==> src/vdn_pkg.sv <==
// shared types and constants for the vector dot and norm reduction core
`timescale 1ns / 1ps
`default_nettype none

package vdn_pkg;

    localparam int ELEM_WIDTH  = 32;
    localparam int ACC_WIDTH   = 64;
    localparam int ROOT_WIDTH  = 32;
    localparam int OP_WIDTH    = 2;

    localparam int QUEUE_DEPTH = 4;
    localparam int QUEUE_PTR_W = 2;
    localparam int QUEUE_CNT_W = 3;

    localparam logic [OP_WIDTH-1:0] OP_DOT  = 2'd0;
    localparam logic [OP_WIDTH-1:0] OP_NRM2 = 2'd1;

    typedef struct packed {
        logic signed [ELEM_WIDTH-1:0] x;
        logic signed [ELEM_WIDTH-1:0] y;
        logic                         last;
        logic [OP_WIDTH-1:0]          op;
    } t_item;

endpackage

`default_nettype wire

==> src/vdn_front.sv <==
// front stage: takes input transfers, sign-extends elements and tags the operation
`timescale 1ns / 1ps
`default_nettype none

module vdn_front
    import vdn_pkg::*;
#(
    parameter int DATA_WIDTH = 32
) (
    input  wire logic                  i_clk,
    input  wire logic                  i_rst_n,
    input  wire logic                  i_push,
    output logic                       o_full,
    input  wire logic [ELEM_WIDTH-1:0] i_x_value,
    input  wire logic [ELEM_WIDTH-1:0] i_y_value,
    input  wire logic                  i_last_element,
    input  wire logic [OP_WIDTH-1:0]   i_operation,
    output logic                       o_valid,
    output t_item                      o_item,
    input  wire logic                  i_ready
);

    logic                         r_valid;
    t_item                        r_item;
    t_item                        n_item;
    logic signed [DATA_WIDTH-1:0] x_low;
    logic signed [DATA_WIDTH-1:0] y_low;
    logic                         accept;

    assign x_low  = i_x_value[DATA_WIDTH-1:0];
    assign y_low  = i_y_value[DATA_WIDTH-1:0];
    assign o_full = r_valid && !i_ready;
    assign accept = i_push && !o_full;

    always_comb begin
        n_item.x    = ELEM_WIDTH'(x_low);
        n_item.y    = ELEM_WIDTH'(y_low);
        n_item.last = i_last_element;
        n_item.op   = i_operation;
    end

    always_ff @(posedge i_clk) begin
        if (!i_rst_n) begin
            r_valid <= 1'b0;
        end else if (accept) begin
            r_valid <= 1'b1;
        end else if (i_ready) begin
            r_valid <= 1'b0;
        end
    end

    always_ff @(posedge i_clk) begin
        if (accept) begin
            r_item <= n_item;
        end
    end

    assign o_valid = r_valid;
    assign o_item  = r_item;

endmodule

`default_nettype wire

==> src/vdn_queue.sv <==
// short item queue between the front stage and the reduction engine
`timescale 1ns / 1ps
`default_nettype none

module vdn_queue
    import vdn_pkg::*;
(
    input  wire logic  i_clk,
    input  wire logic  i_rst_n,
    input  wire logic  i_push,
    input  wire t_item i_item,
    output logic       o_full,
    output logic       o_empty,
    output t_item      o_item,
    input  wire logic  i_pop
);

    t_item                  r_mem [QUEUE_DEPTH];
    logic [QUEUE_PTR_W-1:0] r_wr_ptr;
    logic [QUEUE_PTR_W-1:0] r_rd_ptr;
    logic [QUEUE_CNT_W-1:0] r_count;
    logic                   do_push;
    logic                   do_pop;

    assign o_full  = (r_count == QUEUE_CNT_W'(QUEUE_DEPTH));
    assign o_empty = (r_count == '0);
    assign do_push = i_push && !o_full;
    assign do_pop  = i_pop && !o_empty;
    assign o_item  = r_mem[r_rd_ptr];

    always_ff @(posedge i_clk) begin
        if (!i_rst_n) begin
            r_wr_ptr <= '0;
            r_rd_ptr <= '0;
            r_count  <= '0;
        end else begin
            if (do_push) begin
                r_wr_ptr <= r_wr_ptr + 1'b1;
            end
            if (do_pop) begin
                r_rd_ptr <= r_rd_ptr + 1'b1;
            end
            if (do_push && !do_pop) begin
                r_count <= r_count + 1'b1;
            end else if (do_pop && !do_push) begin
                r_count <= r_count - 1'b1;
            end
        end
    end

    always_ff @(posedge i_clk) begin
        if (do_push) begin
            r_mem[r_wr_ptr] <= i_item;
        end
    end

endmodule

`default_nettype wire

==> src/vdn_back.sv <==
// reduction engine: multiply, saturating accumulate, max tracking, square root, result register
`timescale 1ns / 1ps
`default_nettype none

module vdn_back
    import vdn_pkg::*;
#(
    parameter int DATA_WIDTH = 32
) (
    input  wire logic                        i_clk,
    input  wire logic                        i_rst_n,
    input  wire logic                        i_q_empty,
    input  wire t_item                       i_q_item,
    output logic                             o_q_pop,
    output logic                             o_empty,
    input  wire logic                        i_pop,
    output logic signed [ACC_WIDTH-1:0]      o_result_value,
    output logic                             o_overflow
);

    localparam logic [ELEM_WIDTH-1:0] MAX_MAG =
        ELEM_WIDTH'((64'd1 << (DATA_WIDTH - 1)) - 64'd1);
    localparam int ITER_W = $clog2(ROOT_WIDTH);
    localparam int REM_W  = ROOT_WIDTH + 2;

    localparam logic [1:0] ST_RUN  = 2'd0;
    localparam logic [1:0] ST_FIN  = 2'd1;
    localparam logic [1:0] ST_SQRT = 2'd2;

    logic [1:0]                  r_state, n_state;

    logic                        r_s1_valid;
    logic signed [ACC_WIDTH-1:0] r_s1_prod;
    logic [ELEM_WIDTH-1:0]       r_s1_abs;
    logic                        r_s1_abs_sat;
    logic [OP_WIDTH-1:0]         r_s1_op;
    logic                        r_s1_last;

    logic signed [ACC_WIDTH-1:0] r_acc, n_acc;
    logic [ELEM_WIDTH-1:0]       r_largest, n_largest;
    logic                        r_sat, n_sat;
    logic [OP_WIDTH-1:0]         r_fin_op, n_fin_op;

    logic [ACC_WIDTH-1:0]        r_rad, n_rad;
    logic [REM_W-1:0]            r_rem, n_rem;
    logic [ROOT_WIDTH-1:0]       r_root, n_root;
    logic [ITER_W-1:0]           r_iter, n_iter;
    logic                        r_sqrt_done, n_sqrt_done;

    logic                        r_out_valid;
    logic signed [ACC_WIDTH-1:0] r_out_value, n_out_value;
    logic                        r_out_ovf, n_out_ovf;
    logic                        out_write;
    logic                        out_free;

    logic                        s1_fire;
    logic signed [ELEM_WIDTH-1:0] mul_b;
    logic [ELEM_WIDTH-1:0]       x_abs;
    logic [ACC_WIDTH-1:0]        sum;
    logic                        sum_ovf;
    logic [REM_W+1:0]            rem_shift;
    logic [REM_W+1:0]            trial;
    logic                        trial_ge;
    logic [ROOT_WIDTH-1:0]       root_clamp;
    logic                        root_sat;

    assign out_free = !r_out_valid || i_pop;
    assign s1_fire  = r_s1_valid && (r_state == ST_RUN);
    assign o_q_pop  = !i_q_empty && (!r_s1_valid || s1_fire);

    // stage 1: product and clamped magnitude
    assign mul_b = (i_q_item.op == OP_DOT) ? i_q_item.y : i_q_item.x;
    assign x_abs = i_q_item.x[ELEM_WIDTH-1] ? (~i_q_item.x + 1'b1) : i_q_item.x;

    always_ff @(posedge i_clk) begin
        if (!i_rst_n) begin
            r_s1_valid <= 1'b0;
        end else if (o_q_pop) begin
            r_s1_valid <= 1'b1;
        end else if (s1_fire) begin
            r_s1_valid <= 1'b0;
        end
    end

    always_ff @(posedge i_clk) begin
        if (o_q_pop) begin
            r_s1_prod    <= i_q_item.x * mul_b;
            r_s1_abs     <= (x_abs > MAX_MAG) ? MAX_MAG : x_abs;
            r_s1_abs_sat <= (x_abs > MAX_MAG);
            r_s1_op      <= i_q_item.op;
            r_s1_last    <= i_q_item.last;
        end
    end

    // saturating add
    assign sum     = r_acc + r_s1_prod;
    assign sum_ovf = (r_acc[ACC_WIDTH-1] == r_s1_prod[ACC_WIDTH-1])
                     && (sum[ACC_WIDTH-1] != r_acc[ACC_WIDTH-1]);

    // one root bit per cycle
    assign rem_shift  = {r_rem, r_rad[ACC_WIDTH-1 -: 2]};
    assign trial      = {2'b00, r_root, 2'b01};
    assign trial_ge   = (rem_shift >= trial);
    assign root_sat   = (r_root > MAX_MAG);
    assign root_clamp = root_sat ? MAX_MAG : r_root;

    always_comb begin
        n_state     = r_state;
        n_acc       = r_acc;
        n_largest   = r_largest;
        n_sat       = r_sat;
        n_fin_op    = r_fin_op;
        n_rad       = r_rad;
        n_rem       = r_rem;
        n_root      = r_root;
        n_iter      = r_iter;
        n_sqrt_done = r_sqrt_done;
        n_out_value = r_out_value;
        n_out_ovf   = r_out_ovf;
        out_write   = 1'b0;

        unique case (r_state)
            ST_RUN: begin
                if (s1_fire) begin
                    if (r_s1_op == OP_DOT || r_s1_op == OP_NRM2) begin
                        if (sum_ovf) begin
                            n_acc = r_acc[ACC_WIDTH-1] ? {1'b1, {(ACC_WIDTH-1){1'b0}}}
                                                       : {1'b0, {(ACC_WIDTH-1){1'b1}}};
                            n_sat = 1'b1;
                        end else begin
                            n_acc = sum;
                        end
                    end else begin
                        if (r_s1_abs_sat) begin
                            n_sat = 1'b1;
                        end
                        if (r_s1_abs > r_largest) begin
                            n_largest = r_s1_abs;
                        end
                    end
                    if (r_s1_last) begin
                        n_fin_op = r_s1_op;
                        n_state  = ST_FIN;
                    end
                end
            end
            ST_FIN: begin
                if (r_fin_op == OP_NRM2) begin
                    n_rad       = r_acc[ACC_WIDTH-1] ? '0 : r_acc;
                    n_rem       = '0;
                    n_root      = '0;
                    n_iter      = '0;
                    n_sqrt_done = 1'b0;
                    n_state     = ST_SQRT;
                end else if (out_free) begin
                    out_write   = 1'b1;
                    n_out_value = (r_fin_op == OP_DOT) ? r_acc
                                                       : ACC_WIDTH'(r_largest);
                    n_out_ovf   = r_sat;
                    n_acc       = '0;
                    n_largest   = '0;
                    n_sat       = 1'b0;
                    n_state     = ST_RUN;
                end
            end
            ST_SQRT: begin
                if (!r_sqrt_done) begin
                    n_rad  = r_rad << 2;
                    n_rem  = trial_ge ? REM_W'(rem_shift - trial) : REM_W'(rem_shift);
                    n_root = {r_root[ROOT_WIDTH-2:0], trial_ge};
                    n_iter = r_iter + 1'b1;
                    if (r_iter == ITER_W'(ROOT_WIDTH - 1)) begin
                        n_sqrt_done = 1'b1;
                    end
                end else if (out_free) begin
                    out_write   = 1'b1;
                    n_out_value = ACC_WIDTH'(root_clamp);
                    n_out_ovf   = r_sat || root_sat;
                    n_acc       = '0;
                    n_largest   = '0;
                    n_sat       = 1'b0;
                    n_state     = ST_RUN;
                end
            end
            default: begin
                n_state = ST_RUN;
            end
        endcase
    end

    always_ff @(posedge i_clk) begin
        if (!i_rst_n) begin
            r_state     <= ST_RUN;
            r_acc       <= '0;
            r_largest   <= '0;
            r_sat       <= 1'b0;
            r_sqrt_done <= 1'b0;
            r_out_valid <= 1'b0;
        end else begin
            r_state     <= n_state;
            r_acc       <= n_acc;
            r_largest   <= n_largest;
            r_sat       <= n_sat;
            r_sqrt_done <= n_sqrt_done;
            if (out_write) begin
                r_out_valid <= 1'b1;
            end else if (i_pop) begin
                r_out_valid <= 1'b0;
            end
        end
    end

    always_ff @(posedge i_clk) begin
        r_fin_op    <= n_fin_op;
        r_rad       <= n_rad;
        r_rem       <= n_rem;
        r_root      <= n_root;
        r_iter      <= n_iter;
        r_out_value <= n_out_value;
        r_out_ovf   <= n_out_ovf;
    end

    assign o_empty        = !r_out_valid;
    assign o_result_value = r_out_value;
    assign o_overflow     = r_out_ovf;

`ifndef SYNTHESIS
    a_sqrt_only_for_nrm2: assert property (@(posedge i_clk) disable iff (!i_rst_n)
        (r_state == ST_SQRT) |-> (r_fin_op == OP_NRM2))
        else $error("square root running for a non-norm vector");

    a_result_held: assert property (@(posedge i_clk) disable iff (!i_rst_n)
        (r_out_valid && !i_pop) |=> (r_out_valid && $stable(r_out_value)
                                     && $stable(r_out_ovf)))
        else $error("waiting result changed before transfer");

    a_no_stage_overrun: assert property (@(posedge i_clk) disable iff (!i_rst_n)
        o_q_pop |-> (!r_s1_valid || s1_fire))
        else $error("stage 1 overwritten while holding an item");

    a_largest_bounded: assert property (@(posedge i_clk) disable iff (!i_rst_n)
        r_largest <= MAX_MAG)
        else $error("largest magnitude above clamp limit");
`endif

endmodule

`default_nettype wire

==> src/vector_dot_and_norm_reduction_core.sv <==
// top level of the vector dot product and norm reduction core
//
// Streams element pairs (signed, DATA_WIDTH-8 fraction bits in the low DATA_WIDTH bits of each
// port) and reduces each vector by the operation register: 0 dot product (Q16.48 at the
// default width), 1 euclidean norm (floor square root, input format), 2 or 3 infinity norm.
// One result transfer follows the element marked last, with a sticky overflow flag for any
// saturation. Within a vector one element is taken per cycle while the queue has room: a
// registered multiplier feeds the saturating 64-bit accumulator. After the last element the
// engine forms a dot or infinity norm result, or for the euclidean norm first runs the
// bit-serial square root unit (32 iterations). A four-entry queue between the input stage
// and the engine keeps accepting elements of the next vector meanwhile. Write the operation
// register only while no vector is in flight.
`timescale 1ns / 1ps
`default_nettype none

module vector_dot_and_norm_reduction_core
    import vdn_pkg::*;
#(
    parameter int DATA_WIDTH = 32
) (
    input  wire logic                        i_clk,
    input  wire logic                        i_rst_n,
    input  wire logic                        i_cfg_wr_en,
    input  wire logic [OP_WIDTH-1:0]         i_cfg_wr_data,
    input  wire logic                        i_push,
    output logic                             o_full,
    input  wire logic signed [ELEM_WIDTH-1:0] i_x_value,
    input  wire logic signed [ELEM_WIDTH-1:0] i_y_value,
    input  wire logic                        i_last_element,
    output logic                             o_empty,
    input  wire logic                        i_pop,
    output logic signed [ACC_WIDTH-1:0]      o_result_value,
    output logic                             o_overflow
);

    logic [OP_WIDTH-1:0] r_operation;
    logic                front_valid;
    t_item               front_item;
    logic                q_full;
    logic                q_empty;
    t_item               q_item;
    logic                q_pop;

    always_ff @(posedge i_clk) begin
        if (!i_rst_n) begin
            r_operation <= OP_DOT;
        end else if (i_cfg_wr_en) begin
            r_operation <= i_cfg_wr_data;
        end
    end

    vdn_front #(
        .DATA_WIDTH(DATA_WIDTH)
    ) u_front (
        .i_clk          (i_clk),
        .i_rst_n        (i_rst_n),
        .i_push         (i_push),
        .o_full         (o_full),
        .i_x_value      (i_x_value),
        .i_y_value      (i_y_value),
        .i_last_element (i_last_element),
        .i_operation    (r_operation),
        .o_valid        (front_valid),
        .o_item         (front_item),
        .i_ready        (!q_full)
    );

    vdn_queue u_queue (
        .i_clk   (i_clk),
        .i_rst_n (i_rst_n),
        .i_push  (front_valid),
        .i_item  (front_item),
        .o_full  (q_full),
        .o_empty (q_empty),
        .o_item  (q_item),
        .i_pop   (q_pop)
    );

    vdn_back #(
        .DATA_WIDTH(DATA_WIDTH)
    ) u_back (
        .i_clk          (i_clk),
        .i_rst_n        (i_rst_n),
        .i_q_empty      (q_empty),
        .i_q_item       (q_item),
        .o_q_pop        (q_pop),
        .o_empty        (o_empty),
        .i_pop          (i_pop),
        .o_result_value (o_result_value),
        .o_overflow     (o_overflow)
    );

endmodule

`default_nettype wire
==> config.mk <==
export PLATFORM = sky130hd
export DESIGN_NAME = vector_dot_and_norm_reduction_core
export DESIGN_NICKNAME = d
export VERILOG_FILES = /design/src/vdn_pkg.sv /design/src/vdn_front.sv /design/src/vdn_queue.sv /design/src/vdn_back.sv /design/src/vector_dot_and_norm_reduction_core.sv
export SDC_FILE = /design/constraint.sdc
export NUM_CORES = 2
export LEC_CHECK = 0
export BUFFER_PORTS_ARGS = -buffer_cell sky130_fd_sc_hd__buf_4
export CAP_MARGIN = 10
export CORE_MARGIN = 2
export CORE_UTILIZATION = 59
export CTS_CLUSTER_DIAMETER = 40
export DETAILED_ROUTE_END_ITERATION = 8
export GPL_TIMING_DRIVEN = 0
export HOLD_SLACK_MARGIN = 0.08
export PLACE_DENSITY = 0.91
export SLEW_MARGIN = 20
export SYNTH_ARGS = -nofsm -noshare
export SYNTH_HDL_FRONTEND = slang
export SYNTH_HIERARCHICAL = 1
export SYNTH_SLANG_ARGS = --single-unit
==> constraint.sdc <==
create_clock -name i_clk -period 8.6 [get_ports i_clk]
set_clock_uncertainty 0.05 [all_clocks]
set_input_delay 1.29 -clock i_clk [delete_from_list [all_inputs] [get_ports i_clk]]
set_output_delay 1.29 -clock i_clk [all_outputs]
set_load 0.02 [all_outputs]
; ---- Word-level counts from Yosys, hierarchy flattened
; Memory sizes are Yosys's and may differ from the RTL's. A register that Yosys moved wholly into a read port is not among the register bits.
; Cells that the tools add are included.
[op_classes]
shifts = 0
order_cmp = 4
bitwise = 1
muxes = 77
div_mod_pow = 0
addsub = 8
n_reduce_logical = 38
multipliers = 1
eq_ne = 22
[op_table]
columns = operator, n
row1 = $mux 64, 14
row2 = $mux 32, 11
row3 = $pmux 64 s2, 2
row4 = $pmux 64 s3, 1
row5 = $mux 34, 3
row6 = $pmux 32 s3, 1
row7 = $pmux 34 s2, 1
row8 = $add 64x64->64, 1
row9 = $gt 32x31->1 const B, 2
row10 = $mul 32x32->64, 1
row11 = $pmux 32 s2, 1
row12 = $mux 63, 1
row13 = $ge 36x34->1, 1
row14 = $sub 34x34->34, 1
row15 = $add 32x1->32 const B, 1
row16 = $gt 32x32->1, 1
row17 = $not 32->32, 1
row18 = $mux 1, 25
row19 = $mux 2, 7
row20 = $ne 2x1->1 const B, 6
row21 = $ne 2x2->1 const B, 6
row22 = $reduce_and 6->1, 2
row23 = $mux 5, 2
row24 = $pmux 5 s2, 1
row25 = 25 further kinds, 58
[word_totals]
reg_bits = 481
rom_bits = 0
latchBits = 0
input_bits = 72
n_memories = 1
ramBits = 268
out_inout_bits = 67
wordCells = 180
[memory_table]
columns = name, words, word_bits, rd, rd_ports_with_merged_regs, wr, line
row1 = u_queue.r_mem, 4, 67, 1, 1, 1, vdn_queue.sv:18  ; t_item r_mem [QUEUE_DEPTH];

; ---- Longest topological paths before layout
[depth]
ltp_word = 8
ltp_mapped = 37
ltp_nobuf = 31

; ---- Cells and area by module
; The synthesis kept the hierarchy.
[modules_own_cells]
columns = mod, instances, seq_area_each_um2, area_per_inst_um2, cells_per_inst
row1 = vdn_back, 1, 11110.7, 59573.4, 6372
row2 = vdn_queue, 1, 8227.9, 10174.8, 398
row3 = vdn_front, 1, 2031.9, 2059.5, 71
row4 = vector_dot_and_norm_reduction_core, 1, 40.0, 76.3, 7

; ---- Worst setup path before layout
; No wires, ideal clock.
[synth_path]
path_kind = register to register
from = register with a tool-made name
to = register u_back.r_s1_prod[62], data pin
synth_period_minus_slack_ps = 9345
path_buffers = 5
path_stages_with_launch = 34
t_required_ps = 8292
setup_ps = 258
slack_ps = -745
arrival_ps = 9038
path_cell_list = dfxtp_1 -> buf_6 -> buf_4 -> mux4_2 -> nor2_1 -> clkbuf_1 -> nand2_1 -> nand2_1 -> clkbuf_1 -> nand2_1 -> inv_1 -> fa_1 -> fa_1 -> inv_1 -> fa_1 -> inv_1 -> fa_1 -> inv_1 -> fa_1 -> inv_1 -> fa_1 -> inv_1 -> fa_1 -> inv_1 -> fa_1 -> ha_1 -> clkbuf_1 -> a21o_1 -> a21o_1 -> a211oi_1 -> o21bai_1 -> a221o_1 -> a21oi_1 -> xnor2_1
[synth_lines]
columns = item, line
row1 = end signal: assignment, vdn_back.sv:87  ; r_s1_prod <= i_q_item.x * mul_b;
row2 = end: declaration, vdn_back.sv:33  ; logic signed [ACC_WIDTH-1:0] r_s1_prod;

==> summary.txt <==
Global route
  • Vias in the first global route: 56,370
  • Pin count of the biggest net entering global routing: 45
  • Gr usage total: 0.4174
  • First-pass GRT wire length: 374,100 um
  • Overflow left after global routing: 0
  • Initial antenna violation count: 18

Floorplanning
  • Core footprint: 0.1214 sq mm
  • Die W: 353.1 um
  • Num rows: 128
  • Initial core utilization: 0.5921
  • Number of placed I/O pins: 139
  • Die area: 0.1246 sq mm
  • Die height: 353.1 um

STA
  • Final hold violations: 0
  • TNS Setup: -17.90 ns
  • Final setup vio count: 36
  • Worst relative slew slack: 0.3014
  • Worst setup margin: -0.9068 ns
  • Worst Tran Pin Value: 1.048 ns
  • Max Clock Freq: 0.1052 GHz
  • Fin crit share: 1.105
  • RSZ-0062 raised after global routing: true
  • Final min period: 9.507 ns
  • Max-slew violations: 0

Detailed routing
  • Final ANT Viol Nets: 0
  • Final wirelength: 260,700 um
  • Wire per inst: 29.12 um
  • DR pass1 iterations: 8
  • Remaining DRCs: 0
  • Drt via density: 6.177
  • Via count: 55,300
  • Drt initial violations: 6,979

Yosys
  • Share of the synthesized area in the top cell type: 0.3019
  • Syn Std Cell Area: 0.07188 sq mm
  • Synth Register Bits: 751
  • Top post-synthesis cells by area: fa_1 30%, edfxtp_1 27%, ha_1 5.7%
  • Ys flop type: edfxtp_1
  • Seq/Total Area, Yosys: 0.2978
  • Synth Instances: 6,848
  • Post-synth top area cell: fa_1
  • Yosys cell types: 77
  • Syn avg cell area: 10.50 sq um
  • Post-synth ARST share: 0
  • Syn nets: 8,329
  • Post-synth EDFFs: 637
  • Synth warn: 6

Setup path
  • Kind of critical path: reg2reg
  • Slowest CP cell: fa_2
  • Worst-path maximum fanout: 10
  • Buffers & Inverters on Critical Path: 5
  • CP endpoint kind: flop
  • Critical path's largest stage delay: 0.71 ns
  • Worst Path Required: 9.01 ns
  • CP top delay family: adder cells
  • CP Depth: 25
  • Worst setup SP type: flop
  • Critical path arrival: 9.92 ns
  • Most used cell along the critical path: fa_1
  • R2R cell count: 25

Worst hold path
  • HP Start: u_back/r_largest[26]
  • Hold depth: 2
  • Hold crit path type: reg2reg

Layout
  • Sequential Area: 0.02141 sq mm
  • Most frequent cells in the layout: 1,038 x inv_1, 1,006 x fa_1, 822 x nand2_1, 637 x edfxtp_1, 436 x and2_1
  • Nets: 8,712
  • Area grow syn2layout: 15.54%
  • Commonest non-fill, non-tap cell in the layout: inv_1
  • Footprint of the multi-input gates: 0.04641 sq mm
  • Fill cell count: 8,861
  • Layout cell share with drive strength beyond 1: 0.1512

Job
  • Max-cap viol count: 0

Clock network
  • Clk_lat worst skew: 0.77 ns
  • Clock Sink Count: 751
  • Worst-path clk slew: 0.06 ns
  • CTS Hold Bufs: 0
  • CTS tree: built
  • CTS max path bufs: 3
  • Root buf cell: clkbuf_16
  • TritonCTS buffer count: 97
  • H-tree depth: 3

Place
  • PortBufs: 138
  • Post-DP HPWL: 198,800 um
  • Setup WS pre-CTS: -3.275 ns
  • Routability cong.: 1.069

Outcome
  • Status: finished, violations left
  • Failing checks: negative setup slack
-- metrics by stage --
| step | hold WS, ns | cell area, sq um | utilization | std cells |
|---|---|---|---|---|
| 2_1_floorplan | 0.3503 | 72160 | - | 6848 |
| 3_3_place_gp | 0.3812 | 75230 | 0.6197 | 8611 |
| 3_5_place_dp | 0.3969 | 75740 | 0.6239 | 8629 |
| 4_1_cts | 0.4071 | 82170 | 0.6769 | 8906 |
| 5_1_grt | 0.4272 | 83030 | 0.6839 | 8941 |
| 6_report | 0.4085 | 83060 | 0.6842 | 8952 |
-- layer usage --
| layer | track usage | up-vias | wire [um] |
|---|---|---|---|
| li1 | - | 22780 | - |
| met1 | 0.5240 | 27540 | 94360 |
| met2 | 0.6216 | 3934 | 112200 |
| met3 | 0.1430 | 1048 | 32650 |
| met4 | 0.2666 | 8 | 21460 |
| met5 | 0.001132 | - | 47 |
-- worst paths after layout --
kind                          endpoint  slack (ns)
setup / recovery  u_back/r_s1_prod[50]       -0.91
hold / removal    u_back/r_largest[26]        0.41
setup reg to reg  u_back/r_s1_prod[50]       -0.91
hold reg to reg   u_back/r_largest[26]        0.41
-- registers in the layout (all words and copies together) (netlist names), 2 cells and up, named ones only --
register and cells:
r_operation 2, u_back/o_result_value 64, u_back/r_acc 64, u_back/r_fin_op 2, u_back/r_iter 5, u_back/r_largest 32
u_back/r_rad 64, u_back/r_rem 34, u_back/r_root 32, u_back/r_s1_abs 32, u_back/r_s1_op 2, u_back/r_s1_prod 64
u_back/r_state 2, u_front/o_item 67, u_queue/r_count 3, u_queue/r_mem 268, u_queue/r_rd_ptr 2, u_queue/r_wr_ptr 2
-- cell families after synthesis --
logic type / after synthesis / synth area share
other: 1 / 0.00005217
AOI/OAI and AO/OA: 866 / 0.07471
buffers and inverters: 1460 / 0.07820
adders and majority gates: 1409 / 0.3585
and+or+nand+nor: 2033 / 0.1367
muxes: 138 / 0.03088
DFF: 751 / 0.2978
xor gates and xnor gates: 190 / 0.02315
-- cell usage after synthesis, types with 8 or more instances --
library cell  count
fa_1           1084
inv_1          1064
nand2_1         873
edfxtp_1        637
and2_1          452
clkbuf_1        350
ha_1            325
nor2_1          289
o21ai_0         226
a21oi_1         198
dfxtp_1         114
xnor2_1         112
nor2b_1         111
a21o_1           94
nand2b_1         85
xor2_1           78
mux2i_1          71
mux4_2           67
a211oi_1         62
a31oi_1          51
nand3_1          49
nand4_1          42
o21ai_1          42
nand3b_1         36
o21a_1           28
nor3_1           25
o21bai_1         23
o211ai_1         19
a21boi_0         18
o31ai_1          18
buf_1            17
and3_1           15
or2_2            13
buf_2            12
o41ai_1          11
or3_1            11
a2111oi_0        10
nor3b_1           8
o22ai_1           8
-- tightest hold or removal path, stage by stage (launching register included) --
cell and delay [ns]:
dfxtp_1 0.31, nand2_1 0.05, mux2i_1 0.05
-- repair_timing --
item                                    4_1_cts  5_1_grt
pin swaps                                   101       84
buffers inserted                            129       33
gates cloned                                  5        2
hold endpoints to repair                      0        0
endpoints found under the setup margin       52       41
resized for setup                           596      213
-- final cells by class --
| class | count | area share |
|---|---|---|
| inverter | 1066 | 0.04831 |
| buffer | 354 | 0.03439 |
| sequential | 751 | 0.2578 |
| clock buffer | 108 | 0.02996 |
| antenna | 13 | 0.0003917 |
| multi-input combinational | 4637 | 0.5588 |
| clock inverter | 74 | 0.01026 |
| tap | 1625 | 0.02448 |
| timing repair buffer | 324 | 0.03555 |
Power is not shown: default switching activity piles up to over one toggle a cycle in this logic, so the estimate is an artifact.
